==> src/hdl/acps_pkg.sv <==
// Shared types and constants for the anti-aliased capsule pixel shader.
package acps_pkg;

  // Fixed point: 8 fractional bits, pixel centre at half a pixel
  localparam int FRAC_BITS = 8;
  localparam logic [7:0] PIX_HALF = 8'h80;
  localparam logic [8:0] ALPHA_FULL = 9'd256;
  localparam logic [7:0] NEWTON_GUARD = 8'd200;

  // Configuration register indexes
  localparam logic [2:0] REG_WIDTH  = 3'd0;
  localparam logic [2:0] REG_HEIGHT = 3'd1;
  localparam logic [2:0] REG_OFFSET = 3'd2;
  localparam logic [2:0] REG_STRIDE = 3'd3;
  localparam logic [2:0] REG_RED    = 3'd4;
  localparam logic [2:0] REG_GREEN  = 3'd5;
  localparam logic [2:0] REG_BLUE   = 3'd6;
  localparam logic [2:0] REG_SPARE  = 3'd7;

  // Controller to datapath commands
  typedef struct packed {
    logic load;
    logic geom;
    logic square;
    logic flat;
    logic root_init;
    logic div_start;
    logic update;
    logic shade;
  } cmd_t;

  // Datapath to controller status
  typedef struct packed {
    logic outside;
    logic middle;
    logic v_zero;
    logic div_done;
    logic converged;
  } status_t;

endpackage

==> src/hdl/acps_div.sv <==
// Serial restoring divider, one quotient bit per cycle.
module acps_div (
  input  logic        clk,
  input  logic        rst,
  input  logic        start,
  input  logic [31:0] dividend,
  input  logic [31:0] divisor,
  output logic        done,
  output logic [31:0] quotient
);

  logic        running;
  logic [5:0]  count;
  logic [31:0] rem;
  logic [31:0] dvs;
  logic [32:0] rem_sh;
  logic [32:0] rem_diff;

  // Shift in the next dividend bit and trial-subtract
  always_comb begin
    rem_sh   = {rem, quotient[31]};
    rem_diff = rem_sh - {1'b0, dvs};
  end

  // Control: run for 32 steps, pulse done after the last
  always_ff @(posedge clk) begin
    if (rst) begin
      running <= 1'b0;
      count   <= 6'd0;
      done    <= 1'b0;
    end else begin
      done <= 1'b0;
      if (start) begin
        running <= 1'b1;
        count   <= 6'd32;
      end else if (running) begin
        count <= count - 6'd1;
        if (count == 6'd1) begin
          running <= 1'b0;
          done    <= 1'b1;
        end
      end
    end
  end

  // Datapath: remainder and quotient shift register
  always_ff @(posedge clk) begin
    if (start) begin
      rem      <= 32'd0;
      quotient <= dividend;
      dvs      <= divisor;
    end else if (running) begin
      if (!rem_diff[32]) begin
        rem      <= rem_diff[31:0];
        quotient <= {quotient[30:0], 1'b1};
      end else begin
        rem      <= rem_sh[31:0];
        quotient <= {quotient[30:0], 1'b0};
      end
    end
  end

endmodule

==> src/hdl/acps_datapath.sv <==
// Datapath: configuration, geometry, Newton square root and colour blend.
module acps_datapath (
  input  logic              clk,
  input  logic              rst,
  input  logic              cfg_write,
  input  logic [2:0]        cfg_index,
  input  logic [12:0]       cfg_data,
  input  logic [11:0]       pixel_column,
  input  logic [7:0]        pixel_row,
  input  logic [7:0]        back_red,
  input  logic [7:0]        back_green,
  input  logic [7:0]        back_blue,
  input  acps_pkg::cmd_t    cmd,
  output acps_pkg::status_t status,
  output logic              write_pixel,
  output logic [19:0]       pixel_address,
  output logic [7:0]        out_red,
  output logic [7:0]        out_green,
  output logic [7:0]        out_blue,
  output logic [7:0]        out_spare
);

  // Configuration registers
  logic [11:0] shape_width;
  logic [7:0]  shape_height;
  logic [10:0] column_offset;
  logic [12:0] row_stride;
  logic [7:0]  fill_red, fill_green, fill_blue, fill_spare;

  // Captured transaction
  logic [11:0] x;
  logic [7:0]  y;
  logic [7:0]  br, bg, bb;

  // Geometry results
  logic        outside, middle;
  logic [19:0] addr;
  logic [14:0] r_out;
  logic [15:0] adx, ady;

  // Root state
  logic [31:0] v;
  logic [31:0] est, prev;
  logic [7:0]  guard;

  logic [11:0] w;
  logic [12:0] stride;
  logic [12:0] wo;
  logic [21:0] cx1, cx2, fx;
  logic [15:0] fy;
  logic [20:0] row_base;
  logic        box_out;
  logic [31:0] dx_sq, dy_sq;
  logic [23:0] dsq;
  logic        div_done;
  logic [31:0] q;
  logic [32:0] est_sum;
  logic [31:0] est_next;
  logic        far_apart;
  logic [32:0] dist_in;
  logic        inner, outer;
  logic [8:0]  alpha, alpha_inv;
  logic [16:0] mix_r, mix_g, mix_b;

  // Write configuration
  always_ff @(posedge clk) begin
    if (rst) begin
      shape_width   <= 12'd32;
      shape_height  <= 8'd32;
      column_offset <= 11'd0;
      row_stride    <= 13'd0;
      fill_red      <= 8'd255;
      fill_green    <= 8'd255;
      fill_blue     <= 8'd255;
      fill_spare    <= 8'd0;
    end else if (cfg_write) begin
      unique case (cfg_index)
        acps_pkg::REG_WIDTH:  shape_width   <= cfg_data[11:0];
        acps_pkg::REG_HEIGHT: shape_height  <= cfg_data[7:0];
        acps_pkg::REG_OFFSET: column_offset <= cfg_data[10:0];
        acps_pkg::REG_STRIDE: row_stride    <= cfg_data;
        acps_pkg::REG_RED:    fill_red      <= cfg_data[7:0];
        acps_pkg::REG_GREEN:  fill_green    <= cfg_data[7:0];
        acps_pkg::REG_BLUE:   fill_blue     <= cfg_data[7:0];
        acps_pkg::REG_SPARE:  fill_spare    <= cfg_data[7:0];
        default: ;
      endcase
    end
  end

  // Derive box test, row base, end centres and pixel centre
  always_comb begin
    w        = (shape_width < {4'd0, shape_height}) ? {4'd0, shape_height} : shape_width;
    stride   = (row_stride == 13'd0) ? {1'b0, w} : row_stride;
    wo       = {1'b0, w} + {2'b0, column_offset};
    box_out  = (y >= shape_height) || ({1'b0, x} < {2'b0, column_offset}) ||
               ({1'b0, x} >= wo);
    row_base = y * stride;
    cx1      = {3'd0, column_offset, 8'd0} + {7'd0, shape_height, 7'd0};
    cx2      = {1'b0, wo, 8'd0} - {7'd0, shape_height, 7'd0};
    fx       = {2'd0, x, acps_pkg::PIX_HALF};
    fy       = {y, acps_pkg::PIX_HALF};
  end

  // Capture the transaction and register geometry and distances
  always_ff @(posedge clk) begin
    if (cmd.load) begin
      x  <= pixel_column;
      y  <= pixel_row;
      br <= back_red;
      bg <= back_green;
      bb <= back_blue;
    end
    if (cmd.geom) begin
      outside <= box_out;
      middle  <= (fx > cx1) && (fx < cx2);
      addr    <= row_base[19:0] + {8'd0, x};
      r_out   <= {shape_height, 7'd0};
      adx     <= (fx <= cx1) ? 16'(cx1 - fx) : 16'(fx - cx2);
      ady     <= (fy >= {1'b0, shape_height, 7'd0}) ? (fy - {1'b0, shape_height, 7'd0})
                                                      : ({1'b0, shape_height, 7'd0} - fy);
    end
  end

  // Square the distance components
  always_comb begin
    dx_sq = adx * adx;
    dy_sq = ady * ady;
    dsq   = dx_sq[31:8] + dy_sq[31:8];
  end

  always_ff @(posedge clk) begin
    if (cmd.square) begin
      v <= {dsq, 8'd0};
    end
  end

  // Serial divider for the Newton step
  acps_div u_div (
    .clk      (clk),
    .rst      (rst),
    .start    (cmd.div_start),
    .dividend (v),
    .divisor  (est),
    .done     (div_done),
    .quotient (q)
  );

  // Newton update and stop rule
  always_comb begin
    est_sum   = {1'b0, est} + {1'b0, q};
    est_next  = est_sum[32:1];
    far_apart = ({1'b0, prev} > {1'b0, est} + 33'd1) ||
                ({1'b0, est} > {1'b0, prev} + 33'd1);
  end

  always_ff @(posedge clk) begin
    if (cmd.root_init) begin
      est   <= v;
      guard <= 8'd0;
    end else if (cmd.update) begin
      prev  <= est;
      est   <= est_next;
      guard <= guard + 8'd1;
    end
  end

  // Classify distance and blend edge pixels
  always_comb begin
    dist_in   = {1'b0, est} + 33'd256;
    inner     = dist_in <= {18'd0, r_out};
    outer     = {1'b0, est} >= {18'd0, r_out};
    alpha     = 9'(dist_in - {18'd0, r_out});
    alpha_inv = acps_pkg::ALPHA_FULL - alpha;
    mix_r     = br * alpha + fill_red   * alpha_inv;
    mix_g     = bg * alpha + fill_green * alpha_inv;
    mix_b     = bb * alpha + fill_blue  * alpha_inv;
  end

  // Result registers
  always_ff @(posedge clk) begin
    if (cmd.flat) begin
      write_pixel   <= !outside;
      pixel_address <= outside ? 20'd0 : addr;
      out_red       <= outside ? 8'd0 : fill_red;
      out_green     <= outside ? 8'd0 : fill_green;
      out_blue      <= outside ? 8'd0 : fill_blue;
      out_spare     <= outside ? 8'd0 : fill_spare;
    end else if (cmd.shade) begin
      if (inner) begin
        write_pixel   <= 1'b1;
        pixel_address <= addr;
        out_red       <= fill_red;
        out_green     <= fill_green;
        out_blue      <= fill_blue;
        out_spare     <= fill_spare;
      end else if (outer) begin
        write_pixel   <= 1'b0;
        pixel_address <= 20'd0;
        out_red       <= 8'd0;
        out_green     <= 8'd0;
        out_blue      <= 8'd0;
        out_spare     <= 8'd0;
      end else begin
        write_pixel   <= 1'b1;
        pixel_address <= addr;
        out_red       <= mix_r[15:8];
        out_green     <= mix_g[15:8];
        out_blue      <= mix_b[15:8];
        out_spare     <= 8'd0;
      end
    end
  end

  // Report status
  always_comb begin
    status.outside   = outside;
    status.middle    = middle;
    status.v_zero    = (v == 32'd0);
    status.div_done  = div_done;
    status.converged = !far_apart || (guard >= acps_pkg::NEWTON_GUARD);
  end

endmodule

==> src/hdl/acps_ctrl.sv <==
// Controller: sequences one pixel through geometry, then a flat result or root iterations and shading.
module acps_ctrl (
  input  logic              clk,
  input  logic              rst,
  input  logic              start,
  input  acps_pkg::status_t status,
  output acps_pkg::cmd_t    cmd,
  output logic              busy,
  output logic              done
);

  typedef enum logic [8:0] {
    S_IDLE  = 9'b000000001,
    S_GEOM  = 9'b000000010,
    S_SQR   = 9'b000000100,
    S_RINIT = 9'b000001000,
    S_KICK  = 9'b000010000,
    S_DIV   = 9'b000100000,
    S_CHECK = 9'b001000000,
    S_SHADE = 9'b010000000,
    S_DONE  = 9'b100000000
  } state_t;

  state_t state, state_next;

  // Next state and commands
  always_comb begin
    state_next = state;
    cmd        = '0;
    unique case (state)
      S_IDLE: begin
        if (start) begin
          cmd.load   = 1'b1;
          state_next = S_GEOM;
        end
      end
      S_GEOM: begin
        cmd.geom   = 1'b1;
        state_next = S_SQR;
      end
      S_SQR: begin
        if (status.outside || status.middle) begin
          cmd.flat   = 1'b1;
          state_next = S_DONE;
        end else begin
          cmd.square = 1'b1;
          state_next = S_RINIT;
        end
      end
      S_RINIT: begin
        cmd.root_init = 1'b1;
        state_next    = status.v_zero ? S_SHADE : S_KICK;
      end
      S_KICK: begin
        cmd.div_start = 1'b1;
        state_next    = S_DIV;
      end
      S_DIV: begin
        if (status.div_done) begin
          cmd.update = 1'b1;
          state_next = S_CHECK;
        end
      end
      S_CHECK: begin
        state_next = status.converged ? S_SHADE : S_KICK;
      end
      S_SHADE: begin
        cmd.shade  = 1'b1;
        state_next = S_DONE;
      end
      S_DONE: begin
        state_next = S_IDLE;
      end
      default: state_next = S_IDLE;
    endcase
  end

  // Hold state
  always_ff @(posedge clk) begin
    if (rst) begin
      state <= S_IDLE;
    end else begin
      state <= state_next;
    end
  end

  assign busy = (state != S_IDLE);
  assign done = (state == S_DONE);

endmodule

==> src/hdl/antialiased_capsule_pixel_shader.sv <==
// Top level of the anti-aliased capsule pixel shader.
//
//   channel  direction  handshake                     payload
//   config   in         cfg_write                     cfg_index, cfg_data
//   pixel    in         start && !busy                pixel_column .. back_blue
//   result   out        done (one-cycle strobe)       write_pixel .. out_spare
//
// One pixel at a time. Box-outside and middle pixels go from geometry straight
// to the flat result; edge pixels run Newton square-root iterations on the
// 32-step serial divider until the estimate settles or the guard reaches 200.
// Synchronous reset returns the configuration registers to their defaults and
// the controller to idle. The receiver cannot stall; busy holds off new pixels.
module antialiased_capsule_pixel_shader (
  input  logic        clk,
  input  logic        rst,
  input  logic        cfg_write,
  input  logic [2:0]  cfg_index,
  input  logic [12:0] cfg_data,
  input  logic        start,
  output logic        busy,
  output logic        done,
  input  logic [11:0] pixel_column,
  input  logic [7:0]  pixel_row,
  input  logic [7:0]  back_red,
  input  logic [7:0]  back_green,
  input  logic [7:0]  back_blue,
  output logic        write_pixel,
  output logic [19:0] pixel_address,
  output logic [7:0]  out_red,
  output logic [7:0]  out_green,
  output logic [7:0]  out_blue,
  output logic [7:0]  out_spare
);

  acps_pkg::cmd_t    cmd;
  acps_pkg::status_t status;

  acps_ctrl u_ctrl (
    .clk    (clk),
    .rst    (rst),
    .start  (start),
    .status (status),
    .cmd    (cmd),
    .busy   (busy),
    .done   (done)
  );

  acps_datapath u_dp (
    .clk           (clk),
    .rst           (rst),
    .cfg_write     (cfg_write),
    .cfg_index     (cfg_index),
    .cfg_data      (cfg_data),
    .pixel_column  (pixel_column),
    .pixel_row     (pixel_row),
    .back_red      (back_red),
    .back_green    (back_green),
    .back_blue     (back_blue),
    .cmd           (cmd),
    .status        (status),
    .write_pixel   (write_pixel),
    .pixel_address (pixel_address),
    .out_red       (out_red),
    .out_green     (out_green),
    .out_blue      (out_blue),
    .out_spare     (out_spare)
  );

endmodule

==> config.mk <==
export PLATFORM = sky130hd
export DESIGN_NAME = antialiased_capsule_pixel_shader
export DESIGN_NICKNAME = d
export VERILOG_FILES = /design/src/hdl/acps_pkg.sv /design/src/hdl/acps_div.sv /design/src/hdl/acps_datapath.sv /design/src/hdl/acps_ctrl.sv /design/src/hdl/antialiased_capsule_pixel_shader.sv
export SDC_FILE = /design/constraint.sdc
export NUM_CORES = 2
export LEC_CHECK = 0
export BUFFER_PORTS_ARGS = -buffer_cell sky130_fd_sc_hd__buf_4
export CAP_MARGIN = 20
export CORE_UTILIZATION = 50
export DETAILED_ROUTE_END_ITERATION = 8
export HOLD_SLACK_MARGIN = 0.08
export PLACE_DENSITY = 0.69
export SETUP_SLACK_MARGIN = 0.3
export SYNTH_ARGS = -nofsm -noshare
export SYNTH_HDL_FRONTEND = slang
export SYNTH_SLANG_ARGS = --single-unit
==> constraint.sdc <==
create_clock -name clk -period 8.1 [get_ports clk]
set_clock_uncertainty 0.1 [all_clocks]
set_input_delay 0.81 -clock clk [delete_from_list [all_inputs] [get_ports clk]]
set_output_delay 0.81 -clock clk [all_outputs]
set_load 0.02 [all_outputs]
# Word-level counts from Yosys, hierarchy flattened
# Cells that the tools add are included.
# Widths: inputs -> output; s select.
[classes] bitwise=2 multipliers=9 n_reduce_logical=26 n_eq_ne=20 order_cmp=13 addsub=21 mux=61
[op_table] cell="$mux 8" n=21
[op_table] cell="$mux 32" n=5
[op_table] cell="$mux 20" n=5
[op_table] cell="$mul 8x9->16" n=6
[op_table] cell="$pmux 9 s8" n=1
[op_table] cell="$add 32x1->33 const B" n=2
[op_table] cell="$gt 32x33->1" n=2
[op_table] cell="$mul 16x16->32" n=2
[op_table] cell="$add 16x16->16" n=3
[op_table] cell="$add 32x32->33" n=1
[op_table] cell="$add 32x9->33 const B" n=1
[op_table] cell="$le 33x15->1" n=1
[op_table] cell="$sub 33x32->33" n=1
[op_table] cell="$ge 32x15->1" n=1
[op_table] cell="$logic_not 32->1" n=1
[op_table] cell="$mux 16" n=2
[op_table] cell="$sub 16x16->16" n=2
[op_table] cell="$mux 9" n=3
[op_table] cell="$add 24x24->24" n=1
[op_table] cell="$lt 20x22->1" n=1
[op_table] cell="$sub 21x15->22" n=1
[op_table] cell="$add 19x15->20" n=1
[op_table] cell="$add 20x12->20" n=1
[op_table] cell="$gt 20x20->1" n=1
[op_table] cell="other kinds (46)" n=86
[totals] regBits=444 input_bits=64

# Depth between registers and ports, before layout
[depth] word_depth=9 mapped_depth=35 mapped_depth_nobuf=32

# Cells and area by module
# From an unflattened synthesis, not the netlist that was laid out.
[hier_totals] cells_unflattened=5160 area_unflattened_um2=48368.9
[modules_own_cells] mod="acps_datapath" instances=1 seq_area_each_um2=8438.1 area_per_inst_um2=41780.1 cells_per_inst=4503
[modules_own_cells] mod="acps_div" instances=1 seq_area_each_um2=2722.6 area_per_inst_um2=6020.8 cells_per_inst=592
[modules_own_cells] mod="acps_ctrl" instances=1 seq_area_each_um2=180.2 area_per_inst_um2=568.0 cells_per_inst=65

# Worst setup path before layout
# OpenSTA, ideal clock, no wires.
[synth_path] path_kind="flip-flop to flip-flop" start="register u_dp.est[0]" end="register u_dp.out_blue[7], data pin" arrival_ns=7.496 stages_incl_launch_ff=28 setup_ns=0.263 slack_ns=0.241 period_less_slack_ns=7.859 cell_sequence="edfxtp_1 > clkbuf_1 > inv_1 > ha_1 > or3b_2 > nor3_1 > xnor2_1 > clkbuf_1 > nand2_1 > fa_1 > fa_1 > inv_1 > fa_1 > fa_1 > fa_1 > inv_1 > fa_1 > inv_1 > ha_1 > or3_1 > o221ai_1 > a21oi_1 > or4_1 > a31o_2 > a21oi_1 > xor2_1 > a31oi_1 > o22ai_1"
[synth_via] elab_chain_cells=9
[synth_lines] item="start, declared" line="acps_datapath.sv:43" text="logic [31:0] est, prev;"
[synth_lines] item="start signal, assigned" line="acps_datapath.sv:159" text="est <= v;"
[synth_lines] item="start signal, assigned" line="acps_datapath.sv:163" text="est <= est_next;"
[synth_lines] item="$add 32x9->33" line="acps_datapath.sv:170" text="dist_in = {1'b0, est} + 33'd256;"
[synth_lines] item="$sub 9x9->9" line="acps_datapath.sv:173" text="alpha = 9'(dist_in - {18'd0, r_out});"
[synth_lines] item="$sub 9x9->9" line="acps_datapath.sv:174" text="alpha_inv = acps_pkg::ALPHA_FULL - alpha;"
[synth_lines] item="$mul 8x9->16" line="acps_datapath.sv:177" text="mix_b = bb * alpha + fill_blue * alpha_inv;"
[synth_lines] item="$add 16x16->16" line="acps_datapath.sv:177"
[synth_lines] item="$mux 8" line="acps_datapath.sv:197" text="end else if (outer) begin"
[synth_lines] item="$mux 8 *" line="acps_datapath.sv:190" text="if (inner) begin"
[synth_lines] item="$mux 8 *" line="acps_datapath.sv:189" text="end else if (cmd.shade) begin"
[synth_lines] item="$mux 8 *" line="acps_datapath.sv:182" text="if (cmd.flat) begin"
[synth_lines] item="end signal, assigned" line="acps_datapath.sv:187" text="out_blue <= outside ? 8'd0 : fill_blue;"
[synth_lines] item="end signal, assigned" line="acps_datapath.sv:195" text="out_blue <= fill_blue;"
[synth_lines] item="end signal, assigned" line="acps_datapath.sv:209" text="out_blue <= mix_b[15:8];"
[synth_lines] item="end, declared" line="acps_datapath.sv:19" text="output logic [7:0] out_blue,"
# Mark *: on every way between the ends. The rest lies on a longest branch, timed or not. The select of a mux whose other input is x is not followed.
# A chain may end at the register's enable or synchronous reset.

# Worst setup path after layout
[layout_path] start="register u_dp.est[7]" end="register u_dp.out_blue[7], data pin"
# Same word-level chain as after synthesis.

==> impl_metrics.py <==
metrics = {
    "clocking": {
        "path_clk_slew_ns": 0.07,
        "cts.sinks": 422,
        "clk_latency_ns": 0.67,
        "cts-root-buf": "sky130_fd_sc_hd__clkbuf_16",
        "cts_made_buffers": 51,
        "h-tree-depth": 2,
        "max-clock-path-buffers": 3,
        "cts_tree": "done",
    },
    "synth": {
        "postSynthNetCount": 6468,
        "syn_std_cell_area_um2": 49100,
        "synth.yosys.seq_area_share": 0.231,
        "synth.yosys.warnings": 0,
        "fraction_of_registers_with_async_set_reset": 0,
        "ys_flop_type": "sky130_fd_sc_hd__edfxtp_1",
        "synth_enable_flop_cells": 289,
        "synth_seq_cells": 422,
        "syn_inst": 5336,
        "netlist-cell-type-count": 92,
        "postSynthAreaPerCell_um2": 9.19,
    },
    "setup_path": {
        "reg2reg_to": "u_dp.out_blue[7]$_DFFE_PP_",
        "crit_path_top_delay_cell": "sky130_fd_sc_hd__or4b_2",
        "cp_num_buf_inv": 5,
        "critical_path_peak_fanout": 7,
        "worst_setup_path_end_kind": "flip-flop",
        "critPathKind": "reg2reg",
        "worst_setup_path_start_kind": "flip-flop",
        "critical_path.most_common_cell": "sky130_fd_sc_hd__fa_1",
        "critPathArrivalTime_ns": 7.99,
        "ff2ff_setup_slack_ns": 0.52,
        "r2r-start": "u_dp.est[7]$_SDFFCE_PP0P_",
        "worst_path_largest_cell_delay_ns": 0.61,
        "worst_path_dominant_cell_family": "adder cells",
        "cell_depth_of_the_worst_flop_to_flop_path": 25,
        "cp_data_required_time_ns": 8.51,
    },
    "timing": {
        "layout_worst_path_cycle_share": 0.936,
        "period_minus_slack_ns": 7.58,
        "slew_viol_final": 0,
        "rsz0062_at_grt": "true",
        "max_slew.worst_pin.slew_ns": 1.11,
        "final_hold_viol_count": 0,
        "max_slew_margin": 0.260,
        "achievable-frequency_ghz": 0.132,
        "setup-violations-final": 0,
        "fin_setup_tns_ns": 0,
    },
    "global_route": {
        "grt_start_max_net_pins": 119,
        "antenna_found_initial": 1,
        "grt-ovfl-total": 0,
        "via_count_of_the_first_global_routing_pass": 37500,
        "grt_first_pass_wirelength_mm": 200,
        "grtUsageTotal": 0.255,
    },
    "route": {
        "drtIter0Drc": 2627,
        "drt_pass1_iterations": 8,
        "post_drt_via_cell_ratio": 5.59,
        "drtAntennaViolNets": 0,
        "routed_wl_per_cell_um": 18.6,
        "route.final.wire_length_mm": 124,
        "route.detailed.drc": 10,
        "num_vias": 37300,
    },
    "worst_hold_path": {
        "hold_path_class": "in2reg",
        "hold_end": "u_dp.bg[5]$_DFFE_PP_",
        "holdCritStartpoint": "back_green[5]",
        "min_path_cells": 1,
    },
    "placed_design": {
        "dp_hpwl_mm": 92.9,
        "place.port_buffers": 118,
        "place_congestion": 0.901,
        "post-place-cells": 6561,
    },
    "final_layout": {
        "layout-drive-gt1-share": 0.0686,
        "layoutNonFillerInstCount": 6670,
        "layout.cells.most_common": "sky130_fd_sc_hd__inv_1",
        "multi_input_comb_area_um2": 33800,
        "num-fill-cells": 8674,
        "area_delta_synth_final_pct": 8.43,
        "final_cell_mix": "sky130_fd_sc_hd__inv_1, sky130_fd_sc_hd__ha_1, sky130_fd_sc_hd__nand2_1",
        "layout.nets": 6481,
        "sequential_cell_area_um2": 11300,
    },
    "floorplan": {
        "io_pins": 119,
        "core_area_um2": 97000,
        "die_width_um": 315,
        "rows": 114,
        "die_h_um": 315,
        "die-area_um2": 99400,
        "start_util": 0.506,
    },
    "power": {
        "finalPower_w": 0.0109,
        "power.clock.fraction": 0.226,
        "power_leakage_nw": 24.4,
        "cell_internal_pwr_w": 0.00646,
        "power_density_nw_per_um2": 206,
        "total_switching_power_w": 0.00449,
        "p_sw_frac": 0.410,
        "power.sequential.fraction": 0.235,
        "peak_ir_drop_on_the_vdd_network_mv": 0.266,
        "combPwrFrac": 0.539,
    },
    "flow_run": {
        "drv.max_cap_violation_count": 0,
    },
    "run_status": {
        "failed_checks": "DRC",
        "outcome": "complete, but fails checks",
    },
}
power groups by stage:
stage / combinational (W) / sequential, W / clock (W)
floorplan: 0.00455 / 0.00255 / 0
global placement: 0.00566 / 0.00261 / 0
detailed placement: 0.00575 / 0.00261 / 0
CTS: 0.00581 / 0.00257 / 0.00253
global route: 0.00673 / 0.00258 / 0.00260
finish: 0.00590 / 0.00257 / 0.00248
through the flow:
step / cell area, µm² / worst slack, ns / util / hold WS, ns
after floorplan: 49100 / 0.321 / - / 0.332
after global placement: 51200 / 0.282 / 0.528 / 0.342
after detailed placement: 51200 / 0.182 / 0.528 / 0.342
after CTS: 53000 / 0.292 / 0.547 / 0.175
after global routing: 53200 / 0.175 / 0.548 / 0.180
final: 53200 / 0.518 / 0.548 / 0.213
cells in the mapped netlist, types with 22 or more instances:
cell type | count | area [µm²]
sky130_fd_sc_hd__buf_2 | 27 | 135
sky130_fd_sc_hd__nor3_1 | 60 | 300
sky130_fd_sc_hd__inv_1 | 814 | 3060
sky130_fd_sc_hd__o211ai_1 | 54 | 405
sky130_fd_sc_hd__nand4_1 | 91 | 569
sky130_fd_sc_hd__a211o_1 | 28 | 245
sky130_fd_sc_hd__nor2_1 | 226 | 848
sky130_fd_sc_hd__a31oi_1 | 23 | 144
sky130_fd_sc_hd__buf_1 | 22 | 82.6
sky130_fd_sc_hd__nand2b_1 | 67 | 419
sky130_fd_sc_hd__clkbuf_1 | 178 | 668
sky130_fd_sc_hd__ha_1 | 592 | 7410
sky130_fd_sc_hd__fa_1 | 476 | 9530
sky130_fd_sc_hd__o21ai_0 | 142 | 711
sky130_fd_sc_hd__nor2b_1 | 103 | 644
sky130_fd_sc_hd__nand3_1 | 138 | 691
sky130_fd_sc_hd__xnor2_1 | 167 | 1460
sky130_fd_sc_hd__dfxtp_1 | 133 | 2660
sky130_fd_sc_hd__nand2_1 | 501 | 1880
sky130_fd_sc_hd__a21oi_1 | 238 | 1190
sky130_fd_sc_hd__mux2i_1 | 30 | 300
sky130_fd_sc_hd__o21bai_1 | 22 | 165
sky130_fd_sc_hd__a221oi_1 | 29 | 254
sky130_fd_sc_hd__a21o_1 | 87 | 653
sky130_fd_sc_hd__edfxtp_1 | 289 | 8680
sky130_fd_sc_hd__and2_1 | 335 | 2100
sky130_fd_sc_hd__xor2_1 | 117 | 1020
sky130_fd_sc_hd__a211oi_1 | 32 | 240
sky130_fd_sc_hd__o21a_1 | 34 | 255
sky130_fd_sc_hd__and3_1 | 39 | 244
how the worst max path moves through the flow:
stage                                  to                      start  depth (start not counted)  slack (ns)
2_1_floorplan  u_dp.out_blue[7]$_DFFE_PP_  u_dp.est[0]$_SDFFCE_PP0P_                         27        0.32
3_3_place_gp    u_dp.out_red[7]$_DFFE_PP_  u_dp.est[0]$_SDFFCE_PP0P_                         26        0.28
3_5_place_dp    u_dp.out_red[7]$_DFFE_PP_  u_dp.est[0]$_SDFFCE_PP0P_                         26        0.18
4_1_cts         u_dp.out_red[7]$_DFFE_PP_  u_dp.est[0]$_SDFFCE_PP0P_                         26        0.29
5_1_grt         u_dp.out_red[7]$_DFFE_PP_  u_dp.est[1]$_SDFFCE_PP0P_                         28        0.17
6_report       u_dp.out_blue[7]$_DFFE_PP_  u_dp.est[7]$_SDFFCE_PP0P_                         25        0.52
cells by family (layout without fill, tap and decap cells):
logic type / count (synthesis) / after routing / synth area share
simple gates: 1661 / 1661 / 0.173
fa+ha+maj: 1070 / 1070 / 0.346
buf+inv: 1055 / 1111 / 0.0830
compound gates: 798 / 798 / 0.107
flops: 422 / 422 / 0.231
xor+xnor: 284 / 284 / 0.0507
mux: 46 / 46 / 0.00987
other cells: 0 / 2 / 0
metal layers:
layer,GRT usage,vias up,wire length (µm)
met3,0.0369,230,8070
met5,0,-,0
li1,-,17800,-
met4,0.0887,0,4530
met2,0.426,1131,58400
met1,0.337,18100,52800
final cells by class:
class                   instances  share of cell area
well taps                    1276              0.0300
flip-flops and latches        422               0.213
clock inverters                28             0.00579
repair buffers                199              0.0296
multi-input cells            3859               0.636
diodes                          2           0.0000941
inverters                     816              0.0577
clock buffers                  68              0.0279
timing repair:
item	CTS	global route
pin swaps	0	1
resized for setup	2	21
hold buffers	0	0
endpoints found under the setup margin	3	13
gates cloned	0	1
buffers inserted	0	7
registers in the layout, indices dropped and copies added, names as in the netlist, 9 cells and up:
| register | count |
|---|---|
| u_dp.est | 32 |
| u_dp.prev | 32 |
| u_dp.u_div.dvs | 32 |
| u_dp.u_div.quotient | 32 |
| u_dp.u_div.rem | 32 |
| u_dp.addr | 20 |
| u_dp.pixel_address | 20 |
| u_dp.v | 17 |
| u_dp.row_stride | 13 |
| u_dp.shape_width | 12 |
| u_dp.x | 12 |
| u_dp.column_offset | 11 |
| u_ctrl.state | 9 |
| u_dp.ady | 9 |
worst reg2reg max path, stage by stage, from the launching register on:
cell and delay (ns):
sky130_fd_sc_hd__edfxtp_1 0.35, sky130_fd_sc_hd__inv_1 0.07, sky130_fd_sc_hd__ha_1 0.30, sky130_fd_sc_hd__or4b_2 0.61
sky130_fd_sc_hd__or2_4 0.29, sky130_fd_sc_hd__xor2_4 0.17, sky130_fd_sc_hd__buf_4 0.18, sky130_fd_sc_hd__buf_4 0.14
sky130_fd_sc_hd__and2_1 0.16, sky130_fd_sc_hd__fa_1 0.50, sky130_fd_sc_hd__fa_1 0.46, sky130_fd_sc_hd__fa_1 0.53
sky130_fd_sc_hd__fa_1 0.52, sky130_fd_sc_hd__fa_1 0.55, sky130_fd_sc_hd__inv_1 0.06, sky130_fd_sc_hd__fa_1 0.54
sky130_fd_sc_hd__inv_1 0.04, sky130_fd_sc_hd__ha_1 0.30, sky130_fd_sc_hd__o21ai_0 0.11, sky130_fd_sc_hd__a21oi_2 0.07
sky130_fd_sc_hd__or4_1 0.43, sky130_fd_sc_hd__a31o_2 0.29, sky130_fd_sc_hd__a21oi_2 0.16, sky130_fd_sc_hd__xor2_1 0.23
sky130_fd_sc_hd__a31oi_1 0.11, sky130_fd_sc_hd__o22ai_1 0.16
Note: power is estimated with default switching activity, not from simulation.
